==> config.mk <==
export PLATFORM = sky130hd
export DESIGN_NAME = link_supervisor_channel_scan
export DESIGN_NICKNAME = d
export VERILOG_FILES = /design/src/hdl/lscs_pkg.sv /design/src/hdl/lscs_core.sv /design/src/hdl/link_supervisor_channel_scan.sv
export SDC_FILE = /design/constraint.sdc
export NUM_CORES = 1
export LEC_CHECK = 0
export BUFFER_PORTS_ARGS = -buffer_cell sky130_fd_sc_hd__buf_2
export CAP_MARGIN = 0
export CORE_ASPECT_RATIO = 0.6
export CORE_UTILIZATION = 30
export CTS_CLUSTER_SIZE = 8
export DETAILED_ROUTE_END_ITERATION = 12
export MAX_ROUTING_LAYER = met4
export PLACE_DENSITY_LB_ADDON = 0.08
export SLEW_MARGIN = 5
export SYNTH_ARGS = -nofsm -noshare
export SYNTH_HDL_FRONTEND = slang
export SYNTH_SLANG_ARGS = --single-unit
==> constraint.sdc <==
create_clock -name aclk -period 17.6 [get_ports aclk]
set_input_delay 0.88 -clock aclk [delete_from_list [all_inputs] [get_ports aclk]]
set_output_delay 0.88 -clock aclk [all_outputs]
set_load 0.05 [all_outputs]
==> src/hdl/lscs_pkg.sv <==
`timescale 1ns / 1ps

package lscs_pkg;

    // item kinds carried in s_tuser
    typedef enum logic [1:0] {
        OP_TICK    = 2'd0,
        OP_DATA    = 2'd1,
        OP_ACK     = 2'd2,
        OP_UNKNOWN = 2'd3
    } op_t;

    // link status events
    typedef enum logic [1:0] {
        EVT_NONE    = 2'd0,
        EVT_ONLINE  = 2'd1,
        EVT_OFFLINE = 2'd2,
        EVT_RSVD    = 2'd3
    } status_evt_t;

    // configuration register indexes
    localparam logic [1:0] CFG_TIMEOUT     = 2'd0;
    localparam logic [1:0] CFG_HOP         = 2'd1;
    localparam logic [1:0] CFG_CLOCK_FLOOR = 2'd2;

    // configuration reset values
    localparam logic [19:0] TIMEOUT_RST     = 20'd15000;
    localparam logic [15:0] HOP_RST         = 16'd250;
    localparam logic [31:0] CLOCK_FLOOR_RST = 32'd1000000000;

    typedef struct packed {
        logic [19:0] timeout_ms;
        logic [15:0] hop_interval_ms;
        logic [31:0] clock_floor;
    } cfg_t;

    typedef struct packed {
        op_t         op;
        logic [31:0] now_ms;
        logic [47:0] sender_mac;
        logic [7:0]  hub_channel;
        logic [7:0]  packet_seq;
        logic [31:0] stamp_seconds;
    } item_t;

    typedef struct packed {
        logic        send_ack;
        logic [7:0]  reply_seq;
        logic [47:0] reply_mac;
        logic        set_channel;
        logic [3:0]  radio_channel;
        status_evt_t status_event;
        logic        set_clock;
        logic [31:0] clock_seconds;
        logic        hub_learned;
        logic        deliver_data;
        logic        ack_received;
        logic [31:0] drops;
    } result_t;

endpackage

==> src/hdl/lscs_core.sv <==
`timescale 1ns / 1ps

module lscs_core #(
    parameter int CHANNEL_COUNT = 13
) (
    input  logic            aclk,
    input  logic            aresetn,
    input  logic            accept,
    input  lscs_pkg::item_t item,
    input  lscs_pkg::cfg_t  cfg,
    output lscs_pkg::result_t result
);
    import lscs_pkg::*;

    localparam logic [3:0] CH_MAX = 4'(CHANNEL_COUNT);

    logic        online_reg,    online_next;
    logic [3:0]  locked_reg,    locked_next;
    logic [3:0]  scan_reg,      scan_next;
    logic [31:0] last_rx_reg,   last_rx_next;
    logic [31:0] last_hop_reg,  last_hop_next;
    logic        seq_valid_reg, seq_valid_next;
    logic [7:0]  prev_seq_reg,  prev_seq_next;
    logic [31:0] drop_reg,      drop_next;
    logic        hub_known_reg, hub_known_next;

    logic [31:0] rx_elapsed;
    logic [31:0] hop_elapsed;
    logic        link_lost;
    logic        hop_due;
    logic [3:0]  scan_inc;
    logic        chan_ok;
    logic        chan_change;
    logic [7:0]  seq_diff;
    logic        seq_check;

    // elapsed times and decisions shared by next state and result
    always_comb begin
        rx_elapsed  = item.now_ms - last_rx_reg;
        hop_elapsed = item.now_ms - last_hop_reg;
        link_lost   = rx_elapsed > {12'd0, cfg.timeout_ms};
        hop_due     = hop_elapsed > {16'd0, cfg.hop_interval_ms};
        scan_inc    = (scan_reg + 4'd1 > CH_MAX) ? 4'd1 : scan_reg + 4'd1;
        chan_ok     = (item.hub_channel != 8'd0) && (item.hub_channel <= {4'd0, CH_MAX});
        chan_change = chan_ok && (item.hub_channel[3:0] != locked_reg);
        seq_diff    = item.packet_seq - prev_seq_reg;
        seq_check   = seq_valid_reg && !chan_change;
    end

    // next state and result for the word at the input
    always_comb begin
        online_next    = online_reg;
        locked_next    = locked_reg;
        scan_next      = scan_reg;
        last_rx_next   = last_rx_reg;
        last_hop_next  = last_hop_reg;
        seq_valid_next = seq_valid_reg;
        prev_seq_next  = prev_seq_reg;
        drop_next      = drop_reg;
        hub_known_next = hub_known_reg;
        result         = '0;

        case (item.op)
            OP_TICK: begin
                if (online_reg) begin
                    if (link_lost) begin
                        online_next         = 1'b0;
                        locked_next         = 4'd0;
                        scan_next           = CH_MAX;
                        result.status_event = EVT_OFFLINE;
                    end
                end else if (hop_due) begin
                    last_hop_next        = item.now_ms;
                    scan_next            = scan_inc;
                    result.set_channel   = 1'b1;
                    result.radio_channel = scan_inc;
                end
            end
            OP_DATA: begin
                if (chan_change) begin
                    locked_next          = item.hub_channel[3:0];
                    seq_valid_next       = 1'b0;
                    result.set_channel   = 1'b1;
                    result.radio_channel = item.hub_channel[3:0];
                end
                last_rx_next = item.now_ms;
                if (!online_reg) begin
                    online_next         = 1'b1;
                    result.status_event = EVT_ONLINE;
                end
                if (item.stamp_seconds > cfg.clock_floor) begin
                    result.set_clock     = 1'b1;
                    result.clock_seconds = item.stamp_seconds;
                end
                if (!hub_known_reg) begin
                    hub_known_next     = 1'b1;
                    result.hub_learned = 1'b1;
                end
                // count missing sequence numbers; a repeat adds none
                if (seq_check) begin
                    if (seq_diff > 8'd1) begin
                        drop_next = drop_reg + {24'd0, seq_diff} - 32'd1;
                    end
                end
                seq_valid_next      = 1'b1;
                prev_seq_next       = item.packet_seq;
                result.deliver_data = 1'b1;
                result.send_ack     = 1'b1;
                result.reply_seq    = item.packet_seq;
                result.reply_mac    = item.sender_mac;
            end
            OP_ACK: begin
                result.ack_received = 1'b1;
                result.reply_seq    = item.packet_seq;
            end
            default: begin
            end
        endcase

        result.drops = drop_next;
    end

    // commit state on each accepted word
    always_ff @(posedge aclk) begin
        if (!aresetn) begin
            online_reg    <= 1'b0;
            locked_reg    <= 4'd0;
            scan_reg      <= CH_MAX;
            last_rx_reg   <= 32'd0;
            last_hop_reg  <= 32'd0;
            seq_valid_reg <= 1'b0;
            prev_seq_reg  <= 8'd0;
            drop_reg      <= 32'd0;
            hub_known_reg <= 1'b0;
        end else if (accept) begin
            online_reg    <= online_next;
            locked_reg    <= locked_next;
            scan_reg      <= scan_next;
            last_rx_reg   <= last_rx_next;
            last_hop_reg  <= last_hop_next;
            seq_valid_reg <= seq_valid_next;
            prev_seq_reg  <= prev_seq_next;
            drop_reg      <= drop_next;
            hub_known_reg <= hub_known_next;
        end
    end

endmodule

==> src/hdl/link_supervisor_channel_scan.sv <==
`timescale 1ns / 1ps
// Channel   Direction  Handshake         Payload
// s_        in         tvalid / tready   tuser: op; tdata: item fields (128 bits)
// m_        out        tvalid / tready   tdata: result fields (136 bits)
// cfg_      in         cfg_we            cfg_index, cfg_wdata (32 bits)
//
// One word is accepted per cycle while the skid register is empty; its result is registered for m_.
// The state update and result logic is a single combinational pass from
// the input word and the supervisor state into the output or skid register.
// A two-entry output stage (output register plus skid register) keeps
// s_tready registered; a stall holds s_tready low only once both are full.
// aresetn is synchronous, active low; it restores the state, the configuration and the valid flags, not the payloads.

module link_supervisor_channel_scan #(
    parameter int CHANNEL_COUNT = 13
) (
    input  logic         aclk,
    input  logic         aresetn,

    input  logic         s_tvalid,
    output logic         s_tready,
    // [0] now_ms[31:0], [32] sender_mac[47:0], [80] hub_channel[7:0],
    // [88] packet_seq[7:0], [96] stamp_seconds[31:0]
    input  logic [127:0] s_tdata,
    // [0] op[1:0]
    input  logic [1:0]   s_tuser,

    output logic         m_tvalid,
    input  logic         m_tready,
    // [0] send_ack, [1] reply_seq[7:0], [9] reply_mac[47:0], [57] set_channel,
    // [58] radio_channel[3:0], [62] status_event[1:0], [64] set_clock,
    // [65] clock_seconds[31:0], [97] hub_learned, [98] deliver_data,
    // [99] ack_received, [100] drops[31:0], [132] zero fill[3:0]
    output logic [135:0] m_tdata,

    input  logic         cfg_we,
    input  logic [1:0]   cfg_index,
    input  logic [31:0]  cfg_wdata
);
    import lscs_pkg::*;

    cfg_t    cfg_reg;
    item_t   item;
    result_t result;
    result_t out_reg;
    result_t skid_reg;
    logic    out_valid_reg;
    logic    skid_valid_reg;
    logic    accept;

    // configuration writes; unknown indexes are dropped
    always_ff @(posedge aclk) begin
        if (!aresetn) begin
            cfg_reg.timeout_ms      <= TIMEOUT_RST;
            cfg_reg.hop_interval_ms <= HOP_RST;
            cfg_reg.clock_floor     <= CLOCK_FLOOR_RST;
        end else if (cfg_we) begin
            case (cfg_index)
                CFG_TIMEOUT:     cfg_reg.timeout_ms      <= cfg_wdata[19:0];
                CFG_HOP:         cfg_reg.hop_interval_ms <= cfg_wdata[15:0];
                CFG_CLOCK_FLOOR: cfg_reg.clock_floor     <= cfg_wdata;
                default: begin
                end
            endcase
        end
    end

    // unpack the input word
    always_comb begin
        item.op            = op_t'(s_tuser);
        item.now_ms        = s_tdata[31:0];
        item.sender_mac    = s_tdata[79:32];
        item.hub_channel   = s_tdata[87:80];
        item.packet_seq    = s_tdata[95:88];
        item.stamp_seconds = s_tdata[127:96];
    end

    assign s_tready = !skid_valid_reg;
    assign accept   = s_tvalid && s_tready;

    lscs_core #(
        .CHANNEL_COUNT(CHANNEL_COUNT)
    ) u_core (
        .aclk    (aclk),
        .aresetn (aresetn),
        .accept  (accept),
        .item    (item),
        .cfg     (cfg_reg),
        .result  (result)
    );

    // output register with skid entry
    always_ff @(posedge aclk) begin
        if (!aresetn) begin
            out_valid_reg  <= 1'b0;
            skid_valid_reg <= 1'b0;
        end else if (skid_valid_reg) begin
            if (m_tready) begin
                out_valid_reg  <= 1'b1;
                skid_valid_reg <= 1'b0;
            end
        end else if (accept) begin
            if (!out_valid_reg || m_tready) begin
                out_valid_reg <= 1'b1;
            end else begin
                skid_valid_reg <= 1'b1;
            end
        end else if (m_tready) begin
            out_valid_reg <= 1'b0;
        end
    end

    // payload moves without reset
    always_ff @(posedge aclk) begin
        if (skid_valid_reg) begin
            if (m_tready) begin
                out_reg <= skid_reg;
            end
        end else if (accept) begin
            if (!out_valid_reg || m_tready) begin
                out_reg <= result;
            end else begin
                skid_reg <= result;
            end
        end
    end

    // pack the result word
    assign m_tvalid = out_valid_reg;
    always_comb begin
        m_tdata           = '0;
        m_tdata[0]        = out_reg.send_ack;
        m_tdata[8:1]      = out_reg.reply_seq;
        m_tdata[56:9]     = out_reg.reply_mac;
        m_tdata[57]       = out_reg.set_channel;
        m_tdata[61:58]    = out_reg.radio_channel;
        m_tdata[63:62]    = out_reg.status_event;
        m_tdata[64]       = out_reg.set_clock;
        m_tdata[96:65]    = out_reg.clock_seconds;
        m_tdata[97]       = out_reg.hub_learned;
        m_tdata[98]       = out_reg.deliver_data;
        m_tdata[99]       = out_reg.ack_received;
        m_tdata[131:100]  = out_reg.drops;
    end

endmodule
==> flow_metrics.env <==
export IMPL_drive_gt1_share_pct=19.72
export IMPL_clock_path_buffers=3
export IMPL_timing_final_crit_period_ns=5.892
export IMPL_grt_max_degree=79
export IMPL_post_cts_buffers=0
export IMPL_cap_violations=0
export IMPL_nNetsFinal=3162
export IMPL_drc=0
export IMPL_grt_pass1_wl_mm=113.9
export IMPL_worstSetupEndpointType="flip-flop"
export IMPL_grt_ovfl_total=0
export IMPL_hold_depth=2
export IMPL_final_util_pct=35.96
export IMPL_endpoint="m_tdata[128]"
export IMPL_globalplace_congestion=0.9143
export IMPL_cts_hold_fix_buffers=0
export IMPL_synth_area_leader_cell="edfxtp_1"
export IMPL_numPortBuffers=302
export IMPL_dp_slack_ns=11.08
export IMPL_core_area_um2=81890
export IMPL_ys_flop_type="edfxtp_1"
export IMPL_max_slew_margin_pct=23.50
export IMPL_setup_viol=0
export IMPL_cp_start_kind="input pin"
export IMPL_cp_max_fo=4
export IMPL_antenna_found_initial=5
export IMPL_cp_startpoint="s_tdata[89]"
export IMPL_synthArstFlopShare_pct=0
export IMPL_grt_usage_pct=17.99
export IMPL_critPathKind="input pin to flip-flop"
export IMPL_grt_pass1_vias=18727
export IMPL_syn_inst=2531
export IMPL_yosysMostFrequentCell="nand2_1"
export IMPL_root_buffer="clkbuf_16"
export IMPL_fin_hold_ws_ns=0.4526
export IMPL_placed_cells=3819
export IMPL_cts_tree="yes"
export IMPL_fin_skew_ns=0.02439
export IMPL_dp_hpwl_mm=53.28
export IMPL_io_pins=307
export IMPL_vdd_drop_max_v=0.00005652
export IMPL_synthTopCellsByCount="307 x nand2_1, 262 x edfxtp_1, 219 x inv_1"
export IMPL_worst_slew_pin_slew_ns=1.147
export IMPL_reg2reg_slack_ns=11.71
export IMPL_wire_per_inst_um=18.88
export IMPL_fin_setup_tns_ns=0
export IMPL_area_growth_pct=18.16
export IMPL_avgSynthCellArea_um2=9.848
export IMPL_synth_edf_count=262
export IMPL_r2r_start="u_core.prev_seq_reg[1]"
export IMPL_clock_sinks=446
export IMPL_worst_r2r_path_depth=22
export IMPL_period_share_pct=33.48
export IMPL_slowest_stage="o41ai_1"
export IMPL_filler_cell_count=8268
export IMPL_r2r_end="m_tdata[128]"
export IMPL_ys_types=85
export IMPL_routed_wl_mm=74.35
export IMPL_rows=81
export IMPL_post_synth_top_area_fraction_pct=31.56
export IMPL_yosysSeqAreaShare_pct=46.34
export IMPL_yosys_register_bits=446
export IMPL_cp_cell_sequence="buf_2 -> ha_1 -> nor2b_1 -> o21ai_1 -> a21boi_1 -> o21a_1 -> o211a_1 -> or3_1 -> and2_1 -> ha_1 -> inv_1 -> ha_1 -> o21ai_0 -> a21boi_0 -> a31oi_1 -> o21ai_1 -> a31oi_1 -> o41ai_1 -> a31oi_1 -> xnor2_1 -> mux2_2 -> mux2_2"
export IMPL_clk_pin_slew_ns=0.05
export IMPL_cts_made_buffers=66
export IMPL_hold_class="flip-flop to flip-flop"
export IMPL_ys_warn_count=0
export IMPL_crit_required_ns=17.97
export IMPL_finalWorstSetupSlack_ns=11.71
export IMPL_drv_slew=0
export IMPL_synth_area_um2=24930
export IMPL_dieArea_um2=84280
export IMPL_hold_viol_final=0
export IMPL_yosys_top_cells_area="edfxtp_1 32%, dfxtp_1 15%, ha_1 9.1%"
export IMPL_critPathArrivalTime_ns=6.27
export IMPL_status="completed"
export IMPL_p_leak_nw=11.99
export IMPL_avgViaCountPerCell=4.919
export IMPL_ant_nets=0
export IMPL_p_per_area_nw_per_um2=101.3
export IMPL_clk_latency_ns=0.65
export IMPL_cts_repair_resized=0
export IMPL_start_util_pct=30.44
export IMPL_dieWidth_um=374.1
export IMPL_holdCritStartpoint="u_core.last_rx_reg[16]"
export IMPL_rsz0062_at_grt="no"
export IMPL_htreeDepth=3
export IMPL_fmax_mhz=169.7
export IMPL_dr_pass1_iters=5
export IMPL_die_h_um=225.3
export IMPL_slowest_delay_ns=0.75
export IMPL_via_count=19375
export IMPL_final_cells=3939
export IMPL_drt_iter0_markers=1148
[worst min path at each step]
stage / end / slack [ns]
after floorplan: cfg_reg[10] / 0.44
after global placement: u_core.last_rx_reg[3] / 0.44
after detailed placement: u_core.last_rx_reg[8] / 0.45
after CTS: cfg_reg[24] / 0.42
after global routing: cfg_reg[24] / 0.46
final: u_core.last_rx_reg[16] / 0.45
[logic make-up (layout without fill, tap and decap cells)]
logic type | count (synthesis) | count (layout) | share of synthesized area [%]
and+or+nand+nor | 749 | 749 | 14.44
AOI/OAI and AO/OA | 593 | 593 | 15.50
DFF | 446 | 446 | 46.34
buffers and inverters | 336 | 657 | 5.321
adders and majority gates | 185 | 185 | 9.407
muxes | 141 | 141 | 6.164
xor gates and xnor gates | 80 | 80 | 2.811
other | 1 | 9 | 0.01505
[layout by cell type (no fill, tap or decap), types with 99 or more instances in the layout]
master    count
and2_1      136
edfxtp_1    262
a21oi_1     208
buf_2       302
mux2_2       99
dfxtp_1     183
inv_1       218
nand2_1     307
nor2_1      120
ha_1        180
[power breakdown]
part / switching (W) / total (W) / internal (W)
combinational: 0.000381 / 0.000581 / 0.000200
sequential: 0.0000181 / 0.00118 / 0.00116
clock: 0.000512 / 0.00122 / 0.000710
[cell type report]
type	instances	area [µm²]	share of cell area, %
Tap cell	1079	1350	4.584
Sequential cell	446	11550	39.23
Timing Repair Buffer	322	1662	5.642
Inverter	220	833.3	2.829
Clock inverter	9	130.1	0.4418
Antenna cell	5	12.51	0.04248
Multi-Input combinational cell	1752	12100	41.08
Clock buffer	106	1812	6.152
[routing by layer]
metal	global-route usage (%)	wire (µm)
met1	26.71	39290
met2	24.35	30040
met3	3.625	3722
met4	4.766	1301
met5	-	0
[critical path: cells and delay by family]
family                   cells  cell delay, ns
adder cells (fa/ha/maj)      3            0.85
AO/OA/AOI/OAI               11            2.91
XOR/XNOR                     1            0.18
multiplexers                 2            0.53
buffers and inverters        2            0.18
AND/OR/NAND/NOR              3            0.73
[metrics by stage]
| stage | cell area, µm² | power, W |
|---|---|---|
| floorplan | 24940 | 0.001617 |
| global route | 29440 | 0.003132 |
| global placement | 27500 | 0.001776 |
| CTS | 29440 | 0.003033 |
| detailed placement | 27500 | 0.001781 |
| finish | 29450 | 0.002983 |
Note: power is estimated with default switching activity, not from simulation.
